<file path="src/rtl/pidv_pkg.sv">
// Shared types, widths and constants for the variable-timestep PID controller.
package pidv_pkg;

   localparam int ACC_WIDTH_DEF = 48;

   localparam int ERR_W   = 17;   // setpoint minus position
   localparam int DIFF_W  = 18;   // error minus last error
   localparam int DT_W    = 16;   // elapsed microseconds
   localparam int CFG_W   = 16;   // widest config register
   localparam int DRIVE_W = 32;

   // shared multiplier operand and product widths
   localparam int MUL_A_W = 18;
   localparam int MUL_B_W = 25;
   localparam int MUL_P_W = MUL_A_W + MUL_B_W;

   localparam int DNUM_W  = 33;   // magnitude of the derivative numerator
   localparam int SUM_W   = 50;   // P + I + D before rescale
   localparam int IVAL_W  = 64;   // integral product
   localparam int ILIM_BIT = 46;  // integral term clip at +-2^46
   localparam int ILO_W   = 24;   // low slice of accumulator per multiply pass
   localparam int FRAC_W  = 8;    // Q8.8 rescale

   localparam logic signed [IVAL_W-1:0] ITERM_LIM = 64'sh0000_4000_0000_0000;
   localparam logic signed [SUM_W-1:0]  DRIVE_MAX = SUM_W'(2147483647);
   localparam logic signed [SUM_W-1:0]  DRIVE_MIN = -DRIVE_MAX - SUM_W'(1);

   // config register indexes
   localparam logic [1:0] CSR_SETPOINT = 2'd0;
   localparam logic [1:0] CSR_GAIN_P   = 2'd1;
   localparam logic [1:0] CSR_GAIN_I   = 2'd2;
   localparam logic [1:0] CSR_GAIN_D   = 2'd3;

   localparam logic REQ_SAMPLE = 1'b0;
   localparam logic REQ_CLEAR  = 1'b1;

   typedef enum logic [3:0] {
      S_IDLE,
      S_DELTA,
      S_ACC,
      S_PTERM,
      S_DNUM,
      S_ILO,
      S_IHI,
      S_ICLIP,
      S_IADD,
      S_DWAIT,
      S_FIN,
      S_WRITE
   } state_type;

endpackage

</file>
<file path="src/rtl/pidv_mul.sv">
// Shared signed multiplier with registered product.
module pidv_mul (
   input  logic                                 clock,
   input  logic signed [pidv_pkg::MUL_A_W-1:0]  mul_a,
   input  logic signed [pidv_pkg::MUL_B_W-1:0]  mul_b,
   output logic signed [pidv_pkg::MUL_P_W-1:0]  prod_ff
);
   import pidv_pkg::*;

   logic signed [MUL_P_W-1:0] prod_in;

   assign prod_in = MUL_P_W'(mul_a) * MUL_P_W'(mul_b);

   always_ff @(posedge clock) begin
      prod_ff <= prod_in;
   end

endmodule

</file>
<file path="src/rtl/pidv_div.sv">
// Radix-2 restoring divider, one quotient bit per cycle, unsigned.
module pidv_div (
   input  logic                           clock,
   input  logic                           reset,
   input  logic                           start,
   input  logic [pidv_pkg::DNUM_W-1:0]    num,
   input  logic [pidv_pkg::DT_W-1:0]      den,
   output logic                           done,
   output logic [pidv_pkg::DNUM_W-1:0]    quot
);
   import pidv_pkg::*;

   localparam int CNT_W = $clog2(DNUM_W + 1);

   logic              busy_ff, busy_in;
   logic              done_ff, done_in;
   logic [CNT_W-1:0]  cnt_ff, cnt_in;
   logic [DT_W-1:0]   rem_ff, rem_in;
   logic [DNUM_W-1:0] quo_ff, quo_in;
   logic [DT_W-1:0]   den_ff, den_in;

   logic [DT_W:0] trial;
   logic [DT_W:0] diff;
   logic          ge;

   always_comb begin
      trial = {rem_ff, quo_ff[DNUM_W-1]};
      diff  = trial - {1'b0, den_ff};
      ge    = (trial >= {1'b0, den_ff});

      busy_in = busy_ff;
      done_in = done_ff;
      cnt_in  = cnt_ff;
      rem_in  = rem_ff;
      quo_in  = quo_ff;
      den_in  = den_ff;

      if (start) begin
         busy_in = 1'b1;
         done_in = 1'b0;
         cnt_in  = '0;
         rem_in  = '0;
         quo_in  = num;
         den_in  = den;
      end else if (busy_ff) begin
         rem_in = ge ? diff[DT_W-1:0] : trial[DT_W-1:0];
         quo_in = {quo_ff[DNUM_W-2:0], ge};
         cnt_in = cnt_ff + CNT_W'(1);
         if (cnt_ff == CNT_W'(DNUM_W - 1)) begin
            busy_in = 1'b0;
            done_in = 1'b1;
         end
      end
   end

   always_ff @(posedge clock) begin
      if (reset) begin
         busy_ff <= 1'b0;
         done_ff <= 1'b0;
         cnt_ff  <= '0;
      end else begin
         busy_ff <= busy_in;
         done_ff <= done_in;
         cnt_ff  <= cnt_in;
      end
      rem_ff <= rem_in;
      quo_ff <= quo_in;
      den_ff <= den_in;
   end

   assign done = done_ff;
   assign quot = quo_ff;

endmodule

</file>
<file path="src/rtl/pid_controller_variable_dt.sv">
// Top level of the variable-timestep PID controller: sequencer, state and stream ports.
//
// Fixed-point PID loop with a variable time step. Each request transfer carries a measured
// position and the microseconds since the previous sample (0 counts as 1); the block forms
// err = setpoint - position, integrates err*dt into a saturating ACC_WIDTH-bit accumulator,
// and returns floor((Kp*err + Ki*acc + Kd*(err - last_err)/dt) / 256) clipped to 32 bits,
// with a flag set when either the accumulator or the drive clipped. A clear request zeroes
// the accumulator and the last error and returns zero. One request is in flight at a time:
// a sample holds the block from its request transfer until the sequencer is back in idle.
// The multiplier passes for err*dt, P and the D numerator run before the divider starts,
// the one-bit-per-cycle divider then forms the derivative term, and the sequencer finally
// folds in the quotient, rescales and loads the output register; the two integral passes run
// under the divider, for five passes through the single shared 18x25 multiplier in all.
// A clear request goes straight to loading the output register and then back to idle.
// The result sits in an output register, so the next request is taken as soon as the
// sequencer is back in idle, even if the result has not yet been transferred; while that
// register still holds an untaken result the sequencer waits before loading it.
// Gains are signed Q8.8; config writes go through the csr port and are intended only while
// the block is idle.
module pid_controller_variable_dt #(
   parameter int ACC_WIDTH = pidv_pkg::ACC_WIDTH_DEF
) (
   input  logic        clock,
   input  logic        reset,

   input  logic        req_tvalid,
   output logic        req_tready,
   input  logic [31:0] req_tdata,   // [15:0] position, [31:16] elapsed_us
   input  logic [0:0]  req_tuser,   // [0] req_type: 0 sample, 1 clear

   output logic        rsp_tvalid,
   input  logic        rsp_tready,
   output logic [31:0] rsp_tdata,   // [31:0] drive
   output logic [0:0]  rsp_tuser,   // [0] saturated

   input  logic        csr_we,
   input  logic [1:0]  csr_index,
   input  logic [pidv_pkg::CFG_W-1:0] csr_wdata
);
   import pidv_pkg::*;

   // config registers
   logic signed [CFG_W-1:0] setpoint_ff, gain_p_ff, gain_i_ff, gain_d_ff;

   // loop state
   state_type                   state_ff, state_in;
   logic signed [ACC_WIDTH-1:0] acc_ff, acc_in;
   logic signed [ERR_W-1:0]     prev_ff, prev_in;

   // per-sample working registers
   logic signed [ERR_W-1:0]   err_ff, err_in;
   logic [DT_W-1:0]           dt_ff, dt_in;
   logic                      sat_ff, sat_in;
   logic signed [SUM_W-1:0]   sum_ff, sum_in;
   logic signed [IVAL_W-1:0]  ival_ff, ival_in;
   logic                      dneg_ff, dneg_in;
   logic [DRIVE_W-1:0]        drive_ff, drive_in;

   // output register
   logic               rsp_valid_ff, rsp_valid_in;
   logic [DRIVE_W-1:0] rsp_drive_ff, rsp_drive_in;
   logic               rsp_sat_ff, rsp_sat_in;

   // shared multiplier and divider hookup
   logic signed [MUL_A_W-1:0] mul_a;
   logic signed [MUL_B_W-1:0] mul_b;
   logic signed [MUL_P_W-1:0] prod_ff;
   logic                      div_start;
   logic [DNUM_W-1:0]         div_num;
   logic                      div_done;
   logic [DNUM_W-1:0]         div_quot;

   // combinational helpers
   logic signed [ACC_WIDTH:0]   acc_sum;
   logic signed [IVAL_W-1:0]    acc_ext;
   logic                        acc_big;
   logic signed [DIFF_W-1:0]    err_diff;
   logic signed [DNUM_W:0]      dnum;
   logic signed [SUM_W-1:0]     dquot;
   logic signed [SUM_W-1:0]     scaled;

   localparam logic signed [ACC_WIDTH-1:0] ACC_MAX = {1'b0, {(ACC_WIDTH-1){1'b1}}};
   localparam logic signed [ACC_WIDTH-1:0] ACC_MIN = {1'b1, {(ACC_WIDTH-1){1'b0}}};

   pidv_mul u_mul (
      .clock   (clock),
      .mul_a   (mul_a),
      .mul_b   (mul_b),
      .prod_ff (prod_ff)
   );

   pidv_div u_div (
      .clock (clock),
      .reset (reset),
      .start (div_start),
      .num   (div_num),
      .den   (dt_ff),
      .done  (div_done),
      .quot  (div_quot)
   );

   // config writes; all four index codes select a register, so the default arm is never taken
   always_ff @(posedge clock) begin
      if (reset) begin
         setpoint_ff <= '0;
         gain_p_ff   <= '0;
         gain_i_ff   <= '0;
         gain_d_ff   <= '0;
      end else if (csr_we) begin
         case (csr_index)
            CSR_SETPOINT: setpoint_ff <= csr_wdata;
            CSR_GAIN_P:   gain_p_ff   <= csr_wdata;
            CSR_GAIN_I:   gain_i_ff   <= csr_wdata;
            CSR_GAIN_D:   gain_d_ff   <= csr_wdata;
            default: ;
         endcase
      end
   end

   // accumulator outside [-2^46, 2^46) makes the integral term clip for any nonzero gain
   assign acc_ext  = IVAL_W'(acc_ff);
   assign acc_big  = (acc_ext >= ITERM_LIM) || (acc_ext < -ITERM_LIM);
   assign acc_sum  = (ACC_WIDTH+1)'(acc_ff) + (ACC_WIDTH+1)'($signed(prod_ff[32:0]));
   assign err_diff = DIFF_W'(err_ff) - DIFF_W'(prev_ff);
   assign dnum     = $signed(prod_ff[DNUM_W:0]);
   assign dquot    = SUM_W'($signed({1'b0, div_quot}));
   assign scaled   = sum_ff >>> FRAC_W;   // floor divide by 256

   always_comb begin
      state_in     = state_ff;
      acc_in       = acc_ff;
      prev_in      = prev_ff;
      err_in       = err_ff;
      dt_in        = dt_ff;
      sat_in       = sat_ff;
      sum_in       = sum_ff;
      ival_in      = ival_ff;
      dneg_in      = dneg_ff;
      drive_in     = drive_ff;
      rsp_drive_in = rsp_drive_ff;
      rsp_sat_in   = rsp_sat_ff;
      rsp_valid_in = rsp_valid_ff && !rsp_tready;
      mul_a        = '0;
      mul_b        = '0;
      div_start    = 1'b0;
      div_num      = '0;

      case (state_ff)
         S_IDLE: begin
            if (req_tvalid) begin
               if (req_tuser[0] == REQ_CLEAR) begin
                  acc_in   = '0;
                  prev_in  = '0;
                  drive_in = '0;
                  sat_in   = 1'b0;
                  state_in = S_WRITE;
               end else begin
                  err_in   = ERR_W'(setpoint_ff) - ERR_W'($signed(req_tdata[15:0]));
                  dt_in    = (req_tdata[31:16] == '0) ? DT_W'(1) : req_tdata[31:16];
                  sat_in   = 1'b0;
                  state_in = S_DELTA;
               end
            end
         end

         S_DELTA: begin
            mul_a    = MUL_A_W'(err_ff);
            mul_b    = MUL_B_W'($signed({1'b0, dt_ff}));
            state_in = S_ACC;
         end

         S_ACC: begin
            // product holds err*dt
            if (acc_sum[ACC_WIDTH] != acc_sum[ACC_WIDTH-1]) begin
               acc_in = acc_sum[ACC_WIDTH] ? ACC_MIN : ACC_MAX;
               sat_in = 1'b1;
            end else begin
               acc_in = acc_sum[ACC_WIDTH-1:0];
            end
            mul_a    = MUL_A_W'(gain_p_ff);
            mul_b    = MUL_B_W'(err_ff);
            state_in = S_PTERM;
         end

         S_PTERM: begin
            sum_in   = SUM_W'($signed(prod_ff[32:0]));
            mul_a    = MUL_A_W'(gain_d_ff);
            mul_b    = MUL_B_W'(err_diff);
            prev_in  = err_ff;
            state_in = S_DNUM;
         end

         S_DNUM: begin
            // divide |Kd*(err - last_err)| by dt, sign restored afterwards
            dneg_in   = dnum[DNUM_W];
            div_start = 1'b1;
            div_num   = dnum[DNUM_W] ? DNUM_W'(-dnum) : dnum[DNUM_W-1:0];
            mul_a     = MUL_A_W'(gain_i_ff);
            mul_b     = MUL_B_W'({1'b0, acc_ext[ILO_W-1:0]});
            state_in  = S_ILO;
         end

         S_ILO: begin
            ival_in  = IVAL_W'(prod_ff);
            mul_a    = MUL_A_W'(gain_i_ff);
            mul_b    = MUL_B_W'($signed(acc_ext[ILIM_BIT:ILO_W]));
            state_in = S_IHI;
         end

         S_IHI: begin
            ival_in  = ival_ff + (IVAL_W'(prod_ff) <<< ILO_W);
            state_in = S_ICLIP;
         end

         S_ICLIP: begin
            if (acc_big) begin
               if (gain_i_ff == '0) begin
                  ival_in = '0;
               end else begin
                  ival_in = (gain_i_ff[CFG_W-1] ^ acc_ext[IVAL_W-1]) ? -ITERM_LIM : ITERM_LIM;
               end
            end else if (ival_ff > ITERM_LIM) begin
               ival_in = ITERM_LIM;
            end else if (ival_ff < -ITERM_LIM) begin
               ival_in = -ITERM_LIM;
            end
            state_in = S_IADD;
         end

         S_IADD: begin
            sum_in   = sum_ff + SUM_W'(ival_ff);
            state_in = S_DWAIT;
         end

         S_DWAIT: begin
            if (div_done) begin
               sum_in   = sum_ff + (dneg_ff ? -dquot : dquot);
               state_in = S_FIN;
            end
         end

         S_FIN: begin
            if (scaled > DRIVE_MAX) begin
               drive_in = DRIVE_MAX[DRIVE_W-1:0];
               sat_in   = 1'b1;
            end else if (scaled < DRIVE_MIN) begin
               drive_in = DRIVE_MIN[DRIVE_W-1:0];
               sat_in   = 1'b1;
            end else begin
               drive_in = scaled[DRIVE_W-1:0];
            end
            state_in = S_WRITE;
         end

         S_WRITE: begin
            // hand over once the output register is free or draining this cycle
            if (!rsp_valid_ff || rsp_tready) begin
               rsp_valid_in = 1'b1;
               rsp_drive_in = drive_ff;
               rsp_sat_in   = sat_ff;
               state_in     = S_IDLE;
            end
         end

         default: begin
            state_in = S_IDLE;
         end
      endcase
   end

   always_ff @(posedge clock) begin
      if (reset) begin
         state_ff     <= S_IDLE;
         acc_ff       <= '0;
         prev_ff      <= '0;
         rsp_valid_ff <= 1'b0;
      end else begin
         state_ff     <= state_in;
         acc_ff       <= acc_in;
         prev_ff      <= prev_in;
         rsp_valid_ff <= rsp_valid_in;
      end
      err_ff       <= err_in;
      dt_ff        <= dt_in;
      sat_ff       <= sat_in;
      sum_ff       <= sum_in;
      ival_ff      <= ival_in;
      dneg_ff      <= dneg_in;
      drive_ff     <= drive_in;
      rsp_drive_ff <= rsp_drive_in;
      rsp_sat_ff   <= rsp_sat_in;
   end

   assign req_tready   = (state_ff == S_IDLE);
   assign rsp_tvalid   = rsp_valid_ff;
   assign rsp_tdata    = rsp_drive_ff;
   assign rsp_tuser[0] = rsp_sat_ff;

endmodule
</file>
<file path="config.mk">
export PLATFORM = sky130hd
export DESIGN_NAME = pid_controller_variable_dt
export DESIGN_NICKNAME = d
export VERILOG_FILES = /design/src/rtl/pidv_pkg.sv /design/src/rtl/pidv_mul.sv /design/src/rtl/pidv_div.sv /design/src/rtl/pid_controller_variable_dt.sv
export SDC_FILE = /design/constraint.sdc
export NUM_CORES = 2
export LEC_CHECK = 0
export BUFFER_PORTS_ARGS = -buffer_cell sky130_fd_sc_hd__buf_2
export CELL_PAD_IN_SITES_DETAIL_PLACEMENT = 1
export CELL_PAD_IN_SITES_GLOBAL_PLACEMENT = 1
export CORE_MARGIN = 4
export CORE_UTILIZATION = 50
export CTS_CLUSTER_SIZE = 20
export DETAILED_ROUTE_END_ITERATION = 10
export PLACE_DENSITY = 0.9
export RECOVER_POWER = 100
export SLEW_MARGIN = 20
export SYNTH_ARGS = -nofsm -noshare
export SYNTH_HDL_FRONTEND = slang
export SYNTH_SLANG_ARGS = --single-unit
export TNS_END_PERCENT = 30
</file>
<file path="constraint.sdc">
create_clock -name clock -period 10.65 [get_ports clock]
set_clock_uncertainty 0.15 [all_clocks]
set_input_delay 2.13 -clock clock [delete_from_list [all_inputs] [get_ports clock]]
set_output_delay 2.13 -clock clock [all_outputs]
set_load 0.02 [all_outputs]
</file>
==> qor.yml <==
grt_pass1_wl_mm: 249
grt_usage_pct: 33.9
die_h_um: 307
timing.rr.end: "u_mul.prod_ff[41]$_DFF_P_"
p_seq_share_pct: 27.9
antenna_found_initial: 3
clkTransAtPathRegs_ns: 0.06
synth_edf_count: 263
total_power_mw: 9.61
final.period_utilization_pct: 96.3
synth.top_cell.area_share_pct: 20.1
syn_inst: 5116
grt_pass1_vias: 42700
hold_end: "rsp_tdata[7]$_DFFE_PP_"
switchingPower_mw: 4.46
holdPathStages: 0
maxSlewViolCount: 647
dieArea_sq_um: 94000
ys_async_sr_fraction_pct: 0
synth.area.top_cells: "fa_1 (20%), edfxtp_1 (18%), dfxtp_1 (9.0%)"
post_cts_buffers: 0
ios: 91
totalWireLength_mm: 160
r2r_start: "state_ff[2]$_SDFFE_PP0P_"
drc: 0
yosysSeqAreaShare_pct: 26.7
htreeDepth: 2
routabilityCongestion: 0.975
synth_top_area_cell: "fa_1"
min_path_type: "reg -> reg"
tns_ns: 0
min_from: "drive_ff[7]$_SDFFCE_PN0P_"
ys_seq_elements: 464
ir_drop_uv: 148
ctsHoldBuffers: 0
cp.required_ns: 11.03
rsz0062_at_grt: "no"
ys_types: 86
grt_max_degree: 80
worstMarginPinSlew_ns: 3.54
critPathMostFrequentCell: "fa_1"
drive_above_1_share_pct: 4.41
criticalPathCategory: "reg -> reg"
cts.repair.resized: 0
clock-sinks: 464
synth_flop_cell: "edfxtp_1"
ys_warn_count: 0
period_minus_slack_ns: 10.25
vias_per_cell: 6.20
final_common_cell: "nand2_1"
vias: 39200
comb_power_share_pct: 52.5
critPathTopFamily: "adder cells"
p_int_mw: 5.15
path_buf_inv: 6
utilization_pct: 54.3
finalSetupViolCount: 0
final_cell_mix: "nand2_1 (754), inv_1 (632), nor2_1 (454), fa_1 (446), o21ai_0 (320)"
fp.coreArea_sq_um: 88400
r2r_cells: 30
cts_tree: "yes"
fin_area_sq_um: 48000
rows: 109
dieWidth_um: 307
grt_remaining_overflow: 0
reg2reg_slack_ns: 0.40
synth_area_sq_um: 44600
port_buffers: 90
clock_path_buffers: 3
violations: "capacitance limit, slew limit"
clk_latency_ns: 0.65
cts-root-buf: "clkbuf_16"
start_util_pct: 50.5
max-cap-violations: 16
clockPowerShare_pct: 19.6
cp_slowest_stage_delay_ns: 1.20
cts_buffers: 53
whs_ns: 0.268
synth_fp_nets: 5915
wl_per_cell_um: 25.4
arrival_ns: 10.63
final_net_count: 5907
maxSlewHeadroom_pct: -136
critPathCaptureType: "register"
status: "finished, violations left"
drt_pass1_iterations: 6
drt_first_iter_violations: 3661
area_delta_synth_final_pct: 7.52
ant_nets: 0
syn_area_per_cell_sq_um: 8.72
hpwl_mm: 125
p_leak_nw: 21.3
crit_path_top_delay_cell: "inv_1"
worst_setup_path_start_kind: "register"
place_area_sq_um: 46300
fmax_ghz: 0.0975
hold_viol: 0
cp_max_fo: 39
swShare_pct: 46.4
cellPowerDensity_nw_per_um2: 200
layout make-up:
cell class	instances	area (sq um)
Fill cell	10500	40400
Multi-Input combinational cell	3789	29500
Sequential cell	464	11900
Inverter	634	2380
Clock buffer	81	1590
Tap cell	1165	1460
Timing Repair Buffer	166	897
Clock inverter	17	186
Antenna cell	2	5.00
worst max-delay path by stage:
stage                                  start                        end  slack (ns)  cells past startpoint
floorplan                err_ff[0]$_DFFE_PP_  u_mul.prod_ff[36]$_DFF_P_        1.89                     35
global placement         err_ff[0]$_DFFE_PP_  u_mul.prod_ff[36]$_DFF_P_        0.94                     35
detailed placement       err_ff[0]$_DFFE_PP_  u_mul.prod_ff[36]$_DFF_P_        0.54                     35
CTS                      err_ff[0]$_DFFE_PP_  u_mul.prod_ff[41]$_DFF_P_        0.37                     35
global route             err_ff[1]$_DFFE_PP_  u_mul.prod_ff[41]$_DFF_P_        0.05                     34
finish              state_ff[2]$_SDFFE_PP0P_  u_mul.prod_ff[41]$_DFF_P_        0.40                     30
state kept, by name, summed over array words and instances, names as in the netlist, 4 cells and up:
register / cells
ival_ff: 64
sum_ff: 50
acc_ff: 48
u_mul.prod_ff: 43
u_div.quot: 33
drive_ff: 32
rsp_tdata: 32
err_ff: 17
prev_ff: 17
dt_ff: 16
gain_d_ff: 16
gain_i_ff: 16
gain_p_ff: 16
setpoint_ff: 16
u_div.den_ff: 16
u_div.rem_ff: 16
u_div.cnt_ff: 6
state_ff: 4
layer usage:
layer	track usage [%]	vias to the layer above	wire length [um]
li1	-	17100	-
met1	41.1	19600	60300
met2	56.6	1851	75100
met4	20.1	2	11600
met3	6.23	625	13200
met5	0	-	18
cells in the mapped netlist, types with 12 or more instances:
cell type,instances
a22oi_1,23
or3_1,24
clkbuf_1,206
and4_1,15
xnor2_1,143
nand2_1,755
a21o_1,134
a22o_1,17
nand3_1,55
o31ai_1,24
nand2b_1,29
dfxtp_1,201
xor2_1,124
and2_1,44
a221oi_1,12
a21oi_1,307
nor2b_1,57
edfxtp_1,263
mux2i_1,17
nand4_1,50
ha_1,296
o21ai_0,310
nor2_1,457
or2_2,12
o21bai_1,34
fa_1,447
a31oi_1,30
inv_1,632
o211ai_1,26
o41ai_1,12
o21ai_1,17
nor4_1,38
o21a_1,37
nor3_1,43
a211oi_1,37
and3_1,28
or4_1,14
logic make-up after synthesis:
family                   after synthesis  synth area share [%]
AO/OA/AOI/OAI                       1120                  15.7
XOR/XNOR                             268                  5.28
flip-flops                           464                  26.7
multiplexers                          18                 0.407
buffers and inverters                863                  7.30
adder cells (fa/ha/maj)              743                  28.4
AND/OR/NAND/NOR                     1640                  16.2
stage by stage:
step | worst slack, ns | cells
finish | 0.397 | 6318
global placement | 0.944 | 6216
global route | 0.0518 | 6316
detailed placement | 0.539 | 6216
floorplan | 1.89 | 5116
CTS | 0.369 | 6314
power groups by stage:
stage	logic, mW	registers, mW	clock network (mW)
floorplan	3.50	2.45	0
global placement	4.58	2.67	0
detailed placement	4.91	2.69	0
CTS	4.97	2.66	1.90
global route	5.52	2.69	1.99
finish	5.05	2.68	1.88
No activity file was read; power rests on OpenSTA's default activity.
